--- config.mk ---
export PLATFORM = sky130hd
export DESIGN_NAME = lhpq_ctrl
export DESIGN_NICKNAME = d
export VERILOG_FILES = /design/src/rtl/lhpq_pkg.sv /design/src/rtl/lhpq_ctrl.sv
export SDC_FILE = /design/constraint.sdc
export NUM_CORES = 1
export LEC_CHECK = 0
export BUFFER_PORTS_ARGS = -buffer_cell sky130_fd_sc_hd__buf_2
export CAP_MARGIN = 20
export CELL_PAD_IN_SITES_DETAIL_PLACEMENT = 1
export CELL_PAD_IN_SITES_GLOBAL_PLACEMENT = 2
export CORE_MARGIN = 2
export CORE_UTILIZATION = 22
export CTS_BUF_LIST = sky130_fd_sc_hd__clkbuf_8
export DETAILED_ROUTE_END_ITERATION = 10
export PLACE_DENSITY = 0.93
export SYNTH_ARGS = -nofsm -noshare
export SYNTH_HDL_FRONTEND = slang
export SYNTH_SLANG_ARGS = --single-unit
--- constraint.sdc ---
create_clock -name clock -period 1.8 [get_ports clock]
set_clock_uncertainty 0.05 [all_clocks]
set_input_delay 0.36 -clock clock [delete_from_list [all_inputs] [get_ports clock]]
set_output_delay 0.36 -clock clock [all_outputs]
set_load 0.01 [all_outputs]
--- src/rtl/lhpq_pkg.sv ---
`default_nettype none
package lhpq_pkg;
   localparam int KEY_W = 32;
   localparam int NPL_W = 5;
   localparam int IDX_W = 11;

   typedef enum logic [1:0] {
      FUNC_INSERT = 2'd0,
      FUNC_DELETE = 2'd1,
      FUNC_CLEAR  = 2'd2,
      FUNC_NONE   = 2'd3
   } func_type;

   typedef enum logic [1:0] {
      ST_OK    = 2'd0,
      ST_EMPTY = 2'd1,
      ST_FULL  = 2'd2
   } status_type;

   typedef enum logic [3:0] {
      S_IDLE,
      S_DEL_RD,
      S_DEL_WT,
      S_M_RD,
      S_M_WT,
      S_M_STEP,
      S_U_RD,
      S_U_WT,
      S_U_WR,
      S_DONE
   } state_type;

   // controller -> datapath
   typedef struct packed {
      logic load;       // capture request word
      logic do_clear;
      logic do_insert;  // allocate slot, write leaf, start merge
      logic del_read;   // issue read of root
      logic del_start;  // start merge of root's children
      logic m_read;     // read nodes a and b
      logic m_step;     // link winner back and advance
      logic m_done;     // one side ran out: latch merge result
      logic u_read;     // read parent node + npl of result and left
      logic u_write;    // write fixed parent
      logic fin_empty;
      logic fin_full;
      logic fin_plain;
      logic fin_merge;
   } cmd_type;

   // datapath -> controller
   typedef struct packed {
      logic [1:0] func;
      logic       full;
      logic       root_null;
      logic       merge_done;
      logic       unwind_done;
   } stat_type;
endpackage
`default_nettype wire

--- src/rtl/lhpq_ctrl.sv ---
`default_nettype none
module lhpq_ctrl
   import lhpq_pkg::*;
(
   input  wire       clock,
   input  wire       reset,
   input  wire       req_valid,
   output logic      req_ready,
   output logic      rsp_valid,
   input  wire       rsp_ready,
   input  stat_type  stat,
   output cmd_type   cmd
);
   state_type state_ff, state_in;

   always_ff @(posedge clock) begin
      if (reset) begin
         state_ff <= S_IDLE;
      end else begin
         state_ff <= state_in;
      end
   end

   always_comb begin
      state_in  = state_ff;
      cmd       = '0;
      req_ready = 1'b0;
      rsp_valid = 1'b0;
      unique case (state_ff)
         S_IDLE: begin
            req_ready = 1'b1;
            if (req_valid) begin
               cmd.load = 1'b1;
               state_in = S_DEL_RD;
            end
         end
         S_DEL_RD: begin
            // dispatch on the captured word
            unique case (func_type'(stat.func))
               FUNC_INSERT: begin
                  if (stat.full) begin
                     cmd.fin_full = 1'b1;
                     state_in = S_DONE;
                  end else begin
                     cmd.do_insert = 1'b1;
                     state_in = S_M_RD;
                  end
               end
               FUNC_DELETE: begin
                  if (stat.root_null) begin
                     cmd.fin_empty = 1'b1;
                     state_in = S_DONE;
                  end else begin
                     cmd.del_read = 1'b1;
                     state_in = S_DEL_WT;
                  end
               end
               FUNC_CLEAR: begin
                  cmd.do_clear = 1'b1;
                  cmd.fin_plain = 1'b1;
                  state_in = S_DONE;
               end
               default: begin
                  cmd.fin_plain = 1'b1;
                  state_in = S_DONE;
               end
            endcase
         end
         S_DEL_WT: begin
            cmd.del_start = 1'b1;
            state_in = S_M_RD;
         end
         S_M_RD: begin
            if (stat.merge_done) begin
               cmd.m_done = 1'b1;
               state_in = S_U_RD;
            end else begin
               cmd.m_read = 1'b1;
               state_in = S_M_WT;
            end
         end
         S_M_WT: state_in = S_M_STEP;
         S_M_STEP: begin
            cmd.m_step = 1'b1;
            state_in = S_M_RD;
         end
         S_U_RD: begin
            if (stat.unwind_done) begin
               cmd.fin_merge = 1'b1;
               state_in = S_DONE;
            end else begin
               cmd.u_read = 1'b1;
               state_in = S_U_WT;
            end
         end
         S_U_WT: state_in = S_U_WR;
         S_U_WR: begin
            cmd.u_write = 1'b1;
            state_in = S_U_RD;
         end
         S_DONE: begin
            rsp_valid = 1'b1;
            if (rsp_ready) begin
               state_in = S_IDLE;
            end
         end
         default: state_in = S_IDLE;
      endcase
   end
endmodule
`default_nettype wire

==> out/summary.md, run 1 <==
The flow ran to the end, and the final reports show no timing, DRC or antenna violations. The number of iterations in the first detailed-routing pass came out at 3. The first global-routing pass estimated 2159 um of wire. Of the cells placed in the final design, the portion with a size suffix greater than 1 is 48.89%. The total leakage power came out at 0.3234 nW.

The clock input transition at the sequential cells of the worst setup and hold paths is 30 ps. For the met3 usage in global routing, the log shows 2.353%. The area of the die was 0.002177 sq mm; the flip-flop count of the largest register, all copies and words added was 4.

The logs give 0.001727 sq mm for the core area and 1 for the number of levels the H-tree was split into. The clock period could shrink to 1784 ps. The logs give 62.7% for the combinational group share of total power and 15 for the largest net degree at the start of global routing. The final hold violation count was 0. Internal power comes to 0.5666 mW. The worst flop-to-flop path startpoint was state_ff[3]$_SDFFE_PP0P_. Dividing total power by cell area gives a power density of 1483 mW/mm^2. Summing the areas of all xor and xnor instances in the mapped netlist gives 0% of the synthesized area. Initial core utilization: 23.19%.

The standard cell with the maximum stage delay on the critical path was dfxtp_4. The kind of cell with the highest combined delay along the critical path is simple AND/OR/NAND/NOR gates. The register with the highest flop count was state_ff.

Data on the critical path is required at its endpoint by 1390 ps. Summing all flip-flop and latch instances after layout gives 85.08 sq um. The compound-cell area share of the yosys netlist is 22.19%, and the synthesis-to-finish area growth is 66.25%.

The wire length per cell is 11.74 um. The dominant combinational cell family by area after synthesis was simple AND/OR/NAND/NOR gates. The tools report the number of antenna violations at the first check in global routing as 0. Counting along the longest clock path gives a buffer depth of 2.

Registers are responsible for 18.5% of the overall power. The launching instance or port of the critical path was state_ff[2]$_SDFFE_PP0P_. The tools report the layout net count as 102. The combined area of all synthesized cells was 400.4 sq um; the distinct cell type count of the synthesized netlist was 25.

For this run, the slowest stage of the critical path takes 340 ps. The area fraction in and, or, nand and nor cells after synthesis is 48.44%. Dividing the detail-routed via count by the number of cells gives 4.783. The run gives 69 as the number of nets produced by synthesis. Synthesis inferred 4 register bits. The detail route stage leaves a number of antenna-violating nets equal to 0.

STA classifies the critical path endpoint as an output port. Global routing finished with a remaining overflow of 0. For this run, the number of Yosys warnings is 0.

The repair_antennas step left the layout with diodes totalling 0. The tools report the fraction of met1 tracks used by global routing as 17.82%. The tools report the worst hold path startpoint as reset. The synthesized netlist devotes 0% of its cell area to adder and majority cells. The floorplan has 15 rows. The mux cell area share after synthesis was 0%; the horizontal die dimension was 46.66 um. Total buffers and inverters traversed by the critical path: 1. TritonCTS built the clock tree. The congestion estimate from routability-driven global placement came to 0.7188. The mean area per synthesized cell is 6.786 sq um, and the number of I/O pins is 26. The maximum fanout along the worst path is 5, and the via count of the first global-routing pass is 522. The run gives 352.5 ps as the worst hold slack across all endpoints. Global routing used 23.61% of the available met2 tracks. Worst min-delay path class: input port to flip-flop. The run gives 0 as the total of max-cap violations. Summed over all layers, the routed wires come to 1350 um. The run gives 0 as the total setup violations reported at the end of the flow. For the worst setup path, the data arrival time is 1370 ps. Sequential cells were found to cover 20.00% of the synthesized design area. For the starting DRC count in detailed routing, the log shows 4.

The critical path goes through nor4b_4 -> nand2b_1 -> nor3_2 -> buf_2. Net switching is 42.59% of the power. Measured on the finished design, the core utilization comes to 38.55%. The worst pin sits at a relative slew slack of 74.69%. The tools report the startpoint class of the critical path as a flip-flop. The top achievable clock speed was 560.4 MHz; the die outline height was 46.66 um. IR analysis of the VDD net gives a maximum drop of 0.0005869 V. At the pin with the least slew margin, the transition time is 370.0 ps.

The multi-input combinational cells in the finished layout cover a total of 315.3 sq um. The share of the cycle needed by the critical path after routing came out at 99.13%. The count of buffers from port buffering was 25; the HPWL reported at the end of detailed placement was 1062 um.

The tools report the switching power as 0.4203 mW. Worst-skew pair later-pin latency: 210 ps. For this block, the via count after detailed routing is 550. Setup repair after global routing could not meet its margin everywhere.

Buffers inserted during clock tree synthesis total 3. The critical path in this run is classified as flip-flop to output port. The number of pins exceeding their max-slew limit in the final report is 0.

For this design, the sink count on the clock tree is 4. The cell count after synthesis came out at 59. The fraction of power consumed by the clock network is 18.8%, and the global router's overall resource usage is 13.55%. met2 is the most crowded layer. In the final layout, the registers with the most flip-flops are state_ff: 4 flops. The tree is rooted in a clkbuf_8. Counting the fill cells in the layout gives 232. After detailed routing, the number of remaining DRC violations is 0.
timing repair:
action	in CTS	in global routing
hold buffers	0	0
pin swaps	0	4
setup endpoints to repair	6	9
buffers inserted	0	2
gates resized for setup	2	7
power by group through the flow:
stage	Clock (mW)	Sequential (mW)	Combinational (mW)
global placement	0	0.184	0.517
floorplan	0	0.163	0.358
global route	0.199	0.188	0.688
CTS	0.193	0.197	0.550
finish	0.186	0.182	0.619
detailed placement	0	0.186	0.532
routing by layer:
| layer | wire length [um] | vias to the layer above |
|---|---|---|
| li1 | - | 281 |
| met1 | 594 | 249 |
| met2 | 674 | 20 |
| met3 | 81 | 0 |
| met4 | 0 | 0 |
| met5 | 0 | - |
final cells by class:
type	count	area share, %
inverter	4	2.256
tap	25	4.699
timing repair buffer	32	26.69
multi-input combinational	47	47.37
sequential	4	12.78
clock buffer	3	6.203
path summary, 6_finish.rpt:
kind	slack (ps)	endpoint	cells past startpoint
setup reg to reg	310	state_ff[0]$_SDFFE_PP0P_	5
setup / recovery	20	cmd[11]	4
hold / removal	350	state_ff[2]$_SDFFE_PP0P_	2
hold reg to reg	570	state_ff[3]$_SDFFE_PP0P_	3
worst register-to-register path: stages (launching register included):
cell	delay, ps
dfxtp_1	390
buf_4	180
nand2_1	60
or4_1	460
o311a_1	150
o21ai_2	120
cell usage after synthesis:
cell type	number	area (sq um)
o21ai_0	6	30.03
nor2_1	7	26.28
and3b_1	1	8.760
a211o_1	1	8.760
dfxtp_1	4	80.08
nand4b_1	1	8.760
nand2_1	4	15.01
buf_4	1	7.510
nor4_1	3	18.77
and3_1	1	6.260
nor4b_1	2	17.52
and2_1	2	12.51
nor3_1	6	30.03
a31oi_1	2	12.51
nor4b_2	1	15.01
inv_1	4	15.01
or4_1	1	7.510
nand2b_1	2	12.51
a21oi_1	2	10.01
o311a_1	1	10.01
a2111oi_0	1	8.760
and4_1	1	8.760
buf_2	3	15.01
o21ai_2	1	8.760
nor2b_1	1	6.260
layout by cell type, fill, tap and decap left out, types with 2 or more instances in the layout:
| master | n |
|---|---|
| buf_2 | 25 |
| nor2_1 | 7 |
| buf_4 | 7 |
| o21ai_0 | 6 |
| nor3_1 | 5 |
| nand2_1 | 4 |
| inv_1 | 3 |
| clkbuf_8 | 3 |
| nor4b_2 | 2 |
| nor4_1 | 2 |
| nand2b_1 | 2 |
| and2_1 | 2 |
| a31oi_1 | 2 |
| a21oi_1 | 2 |
| dfxtp_1 | 2 |
cells by family after synthesis:
kind of cell / Yosys count
flops: 4
compound gates: 14
simple gates: 33
buf+inv: 8
through the flow:
stage | setup TNS, ps | instances | instance area, sq um | setup WS [ps] | power, mW
2_1_floorplan | 0 | 59 | 400.4 | 156.7 | 0.5206
3_5_place_dp | 0 | 110 | 571.8 | 117.9 | 0.7185
6_report | 0 | 115 | 665.6 | 15.65 | 0.9869
4_1_cts | 0 | 113 | 623.1 | 1.900 | 0.9399
5_1_grt | -279.2 | 115 | 665.6 | -90.54 | 1.075
3_3_place_gp | 0 | 110 | 571.8 | 204.0 | 0.7016
(Power assumes the default switching activity.)
==> run 2: changes to the inputs <==
--- a/config.mk
+++ b/config.mk
@@ -9,11 +9,10 @@
 export CAP_MARGIN = 20
 export CELL_PAD_IN_SITES_DETAIL_PLACEMENT = 1
 export CELL_PAD_IN_SITES_GLOBAL_PLACEMENT = 2
-export CORE_MARGIN = 2
 export CORE_UTILIZATION = 22
 export CTS_BUF_LIST = sky130_fd_sc_hd__clkbuf_8
 export DETAILED_ROUTE_END_ITERATION = 10
-export PLACE_DENSITY = 0.93
+export PLACE_DENSITY_LB_ADDON = 0.1
 export SYNTH_ARGS = -nofsm -noshare
 export SYNTH_HDL_FRONTEND = slang
 export SYNTH_SLANG_ARGS = --single-unit
==> run 2 against run 1 <==
Effect of this change:
- global-route usage grew 0.93 points
- via count is 1.8% lower
- utilization decreased by 1.4 points
- critical path type unchanged
- wire length grew 4.4%
- critical path depth did not move
- non-clock buffer count down 3
- largest cell class unchanged
- die area decreased by 8.4%
==> out/summary.md, run 2 (synthesis gave the netlist of run 1 again) <==
Area of the die: 0.001995 sq mm (was 0.002177 sq mm). The run gives 210 ps (about the same) as the worst-skew pair later-pin latency. The total via count in the routed design is 540 (was 550). The number of gates on the worst path with buffers counted is 4 (unchanged).

The run gives 15 (unchanged) as the total number of placement rows. The commonest non-fill, non-tap cell in the layout was buf_2 (unchanged). The number of pins exceeding their max-slew limit in the final report is 0 (unchanged). Initial core utilization: 23.44% (was 23.19%).

The fraction of met1 tracks used by global routing is 20.49% (was 17.82%), and the starting DRC count in detailed routing is 5 (was 4). Setup repair after global routing could not meet its margin everywhere. The global router's overall resource usage is 14.48% (was 13.55%). Family with the most delay on the worst path: simple AND/OR/NAND/NOR gates (unchanged). TritonCTS built the clock tree.

Register with the highest flop count: state_ff (unchanged). Registers with the highest flip-flop counts: state_ff: 4 flops (unchanged). The hold buffer count at CTS was 0 (unchanged); the detailed-route vias per instance was 4.821 (was 4.783). The remaining number of nets flagged by the antenna check after routing came out at 0 (unchanged). The run finished with clean final reports. For the smallest setup slack after layout, the log shows 28.14 ps (was 15.65 ps). The number of levels the H-tree was split into was 1 (unchanged); the HPWL reported at the end of detailed placement was 1050 um (was 1062 um). The run gives 26 (unchanged) as the number of I/O pins. The TritonCTS buffer count was 3 (unchanged); the final-layout fill cell count was 217 (was 232). The maximum count of clock buffers along a single path is 2 (unchanged). Total of max-cap violations: 0 (unchanged). Worst min-delay path class: input port to flip-flop (unchanged). The tools report the met3 usage in global routing as 3.673% (was 2.353%).

The tools report the relative slew slack as 75.59% (was 74.69%). The via count of the first global-routing pass came out at 450 (was 522). The wire length of the first global-routing pass came out at 2132 um (was 2159 um).

Power consumption: 0.9438 mW (was 0.9869 mW). Count of buffers from port buffering: 25 (unchanged). Share of the cycle needed by the critical path after routing: 98.44% (was 99.13%). The design area is 634.4 sq um (was 665.6 sq um). The run gives 0 (unchanged) as the residual DRC count.

For the total leakage power, the log shows 0.3081 nW (was 0.3234 nW). Area used by multi-input combinational logic: 309.0 sq um (was 315.3 sq um). The tools report the remaining global-route overflow as 0 (unchanged). The clock input transition at the sequential cells of the worst setup and hold paths works out to 30 ps (about the same). The kind of end point of the critical path was an output port (unchanged).

Startpoint class of the critical path: a flip-flop (unchanged). The total buffers and inverters traversed by the critical path is 1 (unchanged). The maximum fanout along the worst path was 6 (was 5); the total setup violations reported at the end of the flow was 0 (unchanged).

The run gives 371.9 ps (was 352.5 ps) as the worst hold slack across all endpoints. The hold-critical path depth is 2 (unchanged), and the number of buffers inserted to repair setup after CTS is 0 (unchanged). The logs give 564.3 sq um (was 571.8 sq um) for the post-place instance area and 0 (unchanged) for the final hold violation count. The flip-flop count of the largest register, all copies and words added came out at 4 (unchanged).

The wire length per cell is 12.59 um (was 11.74 um). The top achievable clock speed is 564.4 MHz (was 560.4 MHz), and the final estimated routing congestion in global placement is 0.6569 (was 0.7188). Library cell used as clock root buffer: clkbuf_8 (unchanged). The startpoint-to-endpoint class of the critical path was flip-flop to output port (unchanged). For the number of clock sinks, the log shows 4 (unchanged). Routing usage on met2: 22.65% (was 23.61%).

The tools report the final sum of negative setup slack as 0 ps (unchanged). Number of antenna violations at the first check in global routing: 0 (unchanged). The number of iterations in the first detailed-routing pass is 4 (was 3), and the synthesis-to-finish area growth is 58.44% (was 66.25%).

The logs give 37.14% (was 38.55%) for the utilization after layout and 99 (was 102) for the layout net count. Commonest cells after routing, fill and taps aside: buf_2 (25), nor2_1 (7), o21ai_0 (6) (was buf_2 (25), nor2_1 (7), buf_4 (7)). The slew at the pin closest to its max-slew limit came out at 356.9 ps (was 370.0 ps). Critical Path, Cell by Cell: nor4b_4 -> nand2b_1 -> nor3_1 -> buf_2 (was nor4b_4 -> nand2b_1 -> nor3_2 -> buf_2).

The final cell count without fillers was 112 (was 115). The run gives 1410 um (was 1350 um) as the total wire length. The share of final-layout standard cells stronger than drive strength 1 works out to 44.83% (was 48.89%). The maximum single-stage delay on the critical path came out at 340 ps (about the same). The horizontal die dimension was 44.66 um (was 46.66 um); the power per cell area was 1488 mW/mm^2 (was 1483 mW/mm^2). The run gives 0.0006899 V (was 0.0005869 V) as the worst vdd rail ir drop. The number of antenna repair diodes is 0 (unchanged). The run gives 109 (was 110) as the instance count after placement with tap cells included. The worst reg-to-reg path cell count came out at 4 (was 5).

The standard cell with the maximum stage delay on the critical path is dfxtp_2 (was dfxtp_4). The die outline height came out at 44.66 um (was 46.66 um). For the core area, the log shows 0.001708 sq mm (was 0.001727 sq mm). The run gives 82.58 sq um (was 85.08 sq um) as the area taken by flip-flops and latches. Final critical-path required period: 1772 ps (was 1784 ps).

For the critical path arrival, the log shows 1360 ps (was 1370 ps). Most used routing layer: met2 (unchanged). The run gives 163.8 ps (was 117.9 ps) as the worst slack after detailed placement. The required time of the critical path is 1390 ps (about the same). For the largest net degree at the start of global routing, the log shows 16 (was 15).
==> run 2: cell types whose count changed in the layout (fill, tap and decap cells not counted) <==
cell and delta:
dfxtp_2 +1, nor4b_1 +1, buf_4 -3, nor4b_2 -1, inv_2 -1, dfxtp_4 -1
inv_1 +1
==> run 2: worst paths after layout <==
kind	start	slack, ps	to
worst max-delay path	state_ff[3]$_SDFFE_PP0P_	30	cmd[2]
worst min-delay path	reset	370	state_ff[3]$_SDFFE_PP0P_
worst max register to register	state_ff[1]$_SDFFE_PP0P_	330	state_ff[0]$_SDFFE_PP0P_
worst min register to register	state_ff[1]$_SDFFE_PP0P_	590	state_ff[3]$_SDFFE_PP0P_
==> run 2: final cells by class <==
cell class,instances,share of cell area (%)
Sequential cell,4,13.02
Timing Repair Buffer,29,24.46
Inverter,4,2.367
Clock buffer,3,6.509
Tap cell,25,4.931
Multi-Input combinational cell,47,48.72
==> run 2: routing by layer <==
layer | vias to the layer above | part of all wire [%]
met1 | 248 | 48
met3 | 0 | 4.1
met2 | 15 | 48
met5 | - | 0
met4 | 0 | 0
li1 | 277 | -
==> run 2: repair_timing <==
action,4_1_cts,5_1_grt
pin swaps,1,4
endpoints found under the setup margin,2,10
gates resized for setup,2,4
==> run 2: power breakdown <==
part           internal [mW]  switching (mW)  total, mW
combinational          0.256           0.315      0.571
clock                  0.142          0.0440      0.186
sequential             0.131          0.0556      0.186
==> run 3: changes to the inputs <==
--- a/config.mk
+++ b/config.mk
@@ -9,7 +9,7 @@
 export CAP_MARGIN = 20
 export CELL_PAD_IN_SITES_DETAIL_PLACEMENT = 1
 export CELL_PAD_IN_SITES_GLOBAL_PLACEMENT = 2
-export CORE_UTILIZATION = 22
+export CORE_UTILIZATION = 20
 export CTS_BUF_LIST = sky130_fd_sc_hd__clkbuf_8
 export DETAILED_ROUTE_END_ITERATION = 10
 export PLACE_DENSITY_LB_ADDON = 0.1
==> constraint.sdc (replaced) <==
create_clock -name clock -period 2 [get_ports clock]
set_clock_uncertainty 0.05 [all_clocks]
set_input_delay 0.4 -clock clock [delete_from_list [all_inputs] [get_ports clock]]
set_output_delay 0.4 -clock clock [all_outputs]
set_load 0.01 [all_outputs]
==> run 3 against run 2 <==
Effect of this change:
- clock-buffer cell count unchanged
- sequential power increased by 3%
- flip-flop and latch count unchanged
- cell count rose by 0.89%
- combinational power fell by 18%
- critical endpoint is now cmd[7]
- first-iteration DRC count fell by 60%
- die area increased by 9.5%
- utilization decreased by 2.6 points
- sequential share of layout area about the same
==> out/summary.md, run 3 (synthesis gave the netlist of run 1 again) <==
The flow ran to the end, and the final reports show no timing, DRC or antenna violations. Wire length per cell: 11.85 um (was 12.59 um). The final sum of negative setup slack was 0 ps (unchanged); the synthesis-to-finish area growth was 55.63% (was 58.44%).

Critical path arrival: 1430 ps (was 1360 ps). The final-layout fill cell count is 244 (was 217), and the final estimated routing congestion in global placement is 0.7053 (was 0.6569). Critical Path, Cell by Cell: inv_1 -> nor4b_1 -> buf_2 (was nor4b_4 -> nand2b_1 -> nor3_1 -> buf_2).

The starting DRC count in detailed routing is 2 (was 5), and the number of antenna repair diodes is 0 (unchanged). The total buffers and inverters traversed by the critical path is 2 (was 1), and the via count of the first global-routing pass is 490 (was 450). The tools report the number of clock sinks as 4 (unchanged). Register with the highest flop count: state_ff (unchanged).

For the required time of the critical path, the log shows 1550 ps (was 1390 ps). The tools report the relative slew slack as 71.38% (was 75.59%). The worst-skew pair later-pin latency came out at 220 ps (was 210 ps). Dividing the final minimum period by the clock period gives 94.14%. The count of buffers from port buffering is 25 (unchanged). For the area of the die, the log shows 0.002185 sq mm (was 0.001995 sq mm).

The commonest non-fill, non-tap cell in the layout was buf_2 (unchanged). The detailed-route vias per instance was 4.796 (was 4.821). Die outline height: 46.74 um (was 44.66 um). The library cell used as clock root buffer was clkbuf_8 (unchanged).

TritonCTS built the clock tree. Family with the most delay on the worst path: flip-flops (was simple AND/OR/NAND/NOR gates). The run gives 291.5 sq um (was 309.0 sq um) as the area used by multi-input combinational logic.

The reg2reg setup slack came out at 480 ps (was 330 ps). The run gives 0 (unchanged) as the total of max-cap violations. The remaining global-route overflow is 0 (unchanged), and the final critical-path required period is 1883 ps. The total via count in the routed design is 542 (was 540).

The number of antenna violations at the first check in global routing came out at 0 (unchanged). The run gives 13 (was 16) as the largest net degree at the start of global routing. Registers with the highest flip-flop counts: state_ff: 4 flops (unchanged). The slew at the pin closest to its max-slew limit was 418.4 ps (was 356.9 ps). The share of final-layout standard cells stronger than drive strength 1 was 40.91% (was 44.83%); the remaining number of nets flagged by the antenna check after routing was 0 (unchanged). The layout net count was 100 (was 99). The post-place instance area was 564.3 sq um (unchanged); the worst vdd rail ir drop was 0.0004079 V (was 0.0006899 V). The logs give 0 (unchanged) for the number of pins exceeding their max-slew limit in the final report and 0.8313 mW (was 0.9438 mW) for the power consumption. The number of levels the H-tree was split into came out at 1 (unchanged). The residual DRC count is 0 (unchanged).

The tools report the startpoint class of the critical path as a flip-flop (unchanged). The run gives 0.001802 sq mm (was 0.001708 sq mm) as the core area. The worst hold path startpoint is reset (unchanged). The run gives 2173 um (was 2132 um) as the wire length of the first global-routing pass. The worst min-delay path class was input port to flip-flop (unchanged). The TritonCTS buffer count was 3 (unchanged).

The tools report the worst flop-to-flop path startpoint as state_ff[2]$_SDFFE_PP0P_ (was state_ff[1]$_SDFFE_PP0P_). For the total wire length, the log shows 1339 um (was 1410 um). The number of iterations in the first detailed-routing pass is 2 (was 4).

For the initial core utilization, the log shows 22.22% (was 23.44%). Power per cell area: 1334 mW/mm^2 (was 1488 mW/mm^2). The maximum single-stage delay on the critical path came out at 570 ps (was 340 ps).

For the final hold violation count, the log shows 0 (unchanged). The tools report the end of the worst hold path as state_ff[2]$_SDFFE_PP0P_ (was state_ff[3]$_SDFFE_PP0P_). The startpoint-to-endpoint class of the critical path was flip-flop to output port (unchanged).

Commonest cells after routing, fill and taps aside: buf_2 (25), nor2_1 (7), nor3_1 (6), o21ai_0 (6), buf_4 (5) (was buf_2 (25), nor2_1 (7), o21ai_0 (6)). Maximum fanout along the worst path: 11 (was 6). The run gives 15 (unchanged) as the total number of placement rows. Standard cell with the maximum stage delay on the critical path: dfxtp_1 (was dfxtp_2). The area taken by flip-flops and latches was 81.33 sq um (was 82.58 sq um). The total leakage power is 0.3075 nW (was 0.3081 nW), and the HPWL reported at the end of detailed placement is 1080 um (was 1050 um).

The tools report the design area as 623.1 sq um (was 634.4 sq um). The kind of end point of the critical path is an output port (unchanged). The tools report the reg-to-reg critical path endpoint as state_ff[1]$_SDFFE_PP0P_ (was state_ff[0]$_SDFFE_PP0P_). The number of I/O pins is 26 (unchanged). Total setup violations reported at the end of the flow: 0 (unchanged).

For the global router's overall resource usage, the log shows 14.23% (was 14.48%). The maximum count of clock buffers along a single path is 2 (unchanged), and the flip-flop count of the largest register, all copies and words added is 4 (unchanged). Clock input transition at the sequential cells of the worst setup and hold paths: 30 ps (about the same).

Timing would allow up to 531.1 MHz. Utilization after layout: 34.58% (was 37.14%). The worst reg-to-reg path cell count was 5 (was 4); the horizontal die dimension was 46.74 um (was 44.66 um). The hold-critical path depth is 2 (unchanged).
-- run 3: changes by cell type in the layout (fill, tap and decap cells not counted) --
cell | before | now
dfxtp_2 | 2 | 1
nor3_1 | 5 | 6
nor4b_2 | 1 | 0
buf_4 | 4 | 5
dfxtp_1 | 2 | 3
nor4_1 | 2 | 3
nor4b_1 | 1 | 2
nor3_2 | 1 | 0
nor4_2 | 1 | 0
-- run 3: worst max-delay path by stage --
stage / from / to / slack, ps / depth (start not counted)
3_3_place_gp: state_ff[2]$_SDFFE_PP0P_ / cmd[7] / 330 / 3
3_5_place_dp: state_ff[3]$_SDFFE_PP0P_ / cmd[11] / 330 / 4
4_1_cts: state_ff[3]$_SDFFE_PP0P_ / cmd[2] / 90 / 4
6_report: state_ff[2]$_SDFFE_PP0P_ / cmd[7] / 120 / 3
5_1_grt: state_ff[3]$_SDFFE_PP0P_ / cmd[2] / -9 / 4
2_1_floorplan: state_ff[3]$_SDFFE_PP0P_ / cmd[13] / 320 / 3
-- run 3: metal layers --
metal  global-route usage (%)  part of all wire (%)
met1                    17.91                    46
met2                    22.78                    47
met3                    5.769                   6.2
met4                    3.429                   1.3
met5                        0                     0
-- run 3: metrics by stage --
stage,instances,hold slack [ps],setup slack [ps]
final,113,417.1,117.3
after global routing,113,435.2,-8.821
after CTS,112,416.4,91.32
after detailed placement,109,646.1,330.7
after global placement,109,623.0,332.2
after floorplan,59,419.1,316.7
-- run 3: repair_timing --
item,4_1_cts,5_1_grt
setup buffers,0,1
gates resized for setup,0,2
endpoints found under the setup margin,0,4
hold buffers,0,0
-- run 3: power by group --
group	total [mW]	internal [mW]	switching, mW
Combinational	0.467	0.228	0.239
Clock	0.173	0.129	0.0443
Sequential	0.192	0.117	0.0749
-- run 3: cell type report --
class / count / area share (%)
multi-input cells: 47 / 46.79
repair buffers: 30 / 26.10
flip-flops and latches: 4 / 13.05
clock buffers: 3 / 6.627
well taps: 25 / 5.020
inverters: 4 / 2.410
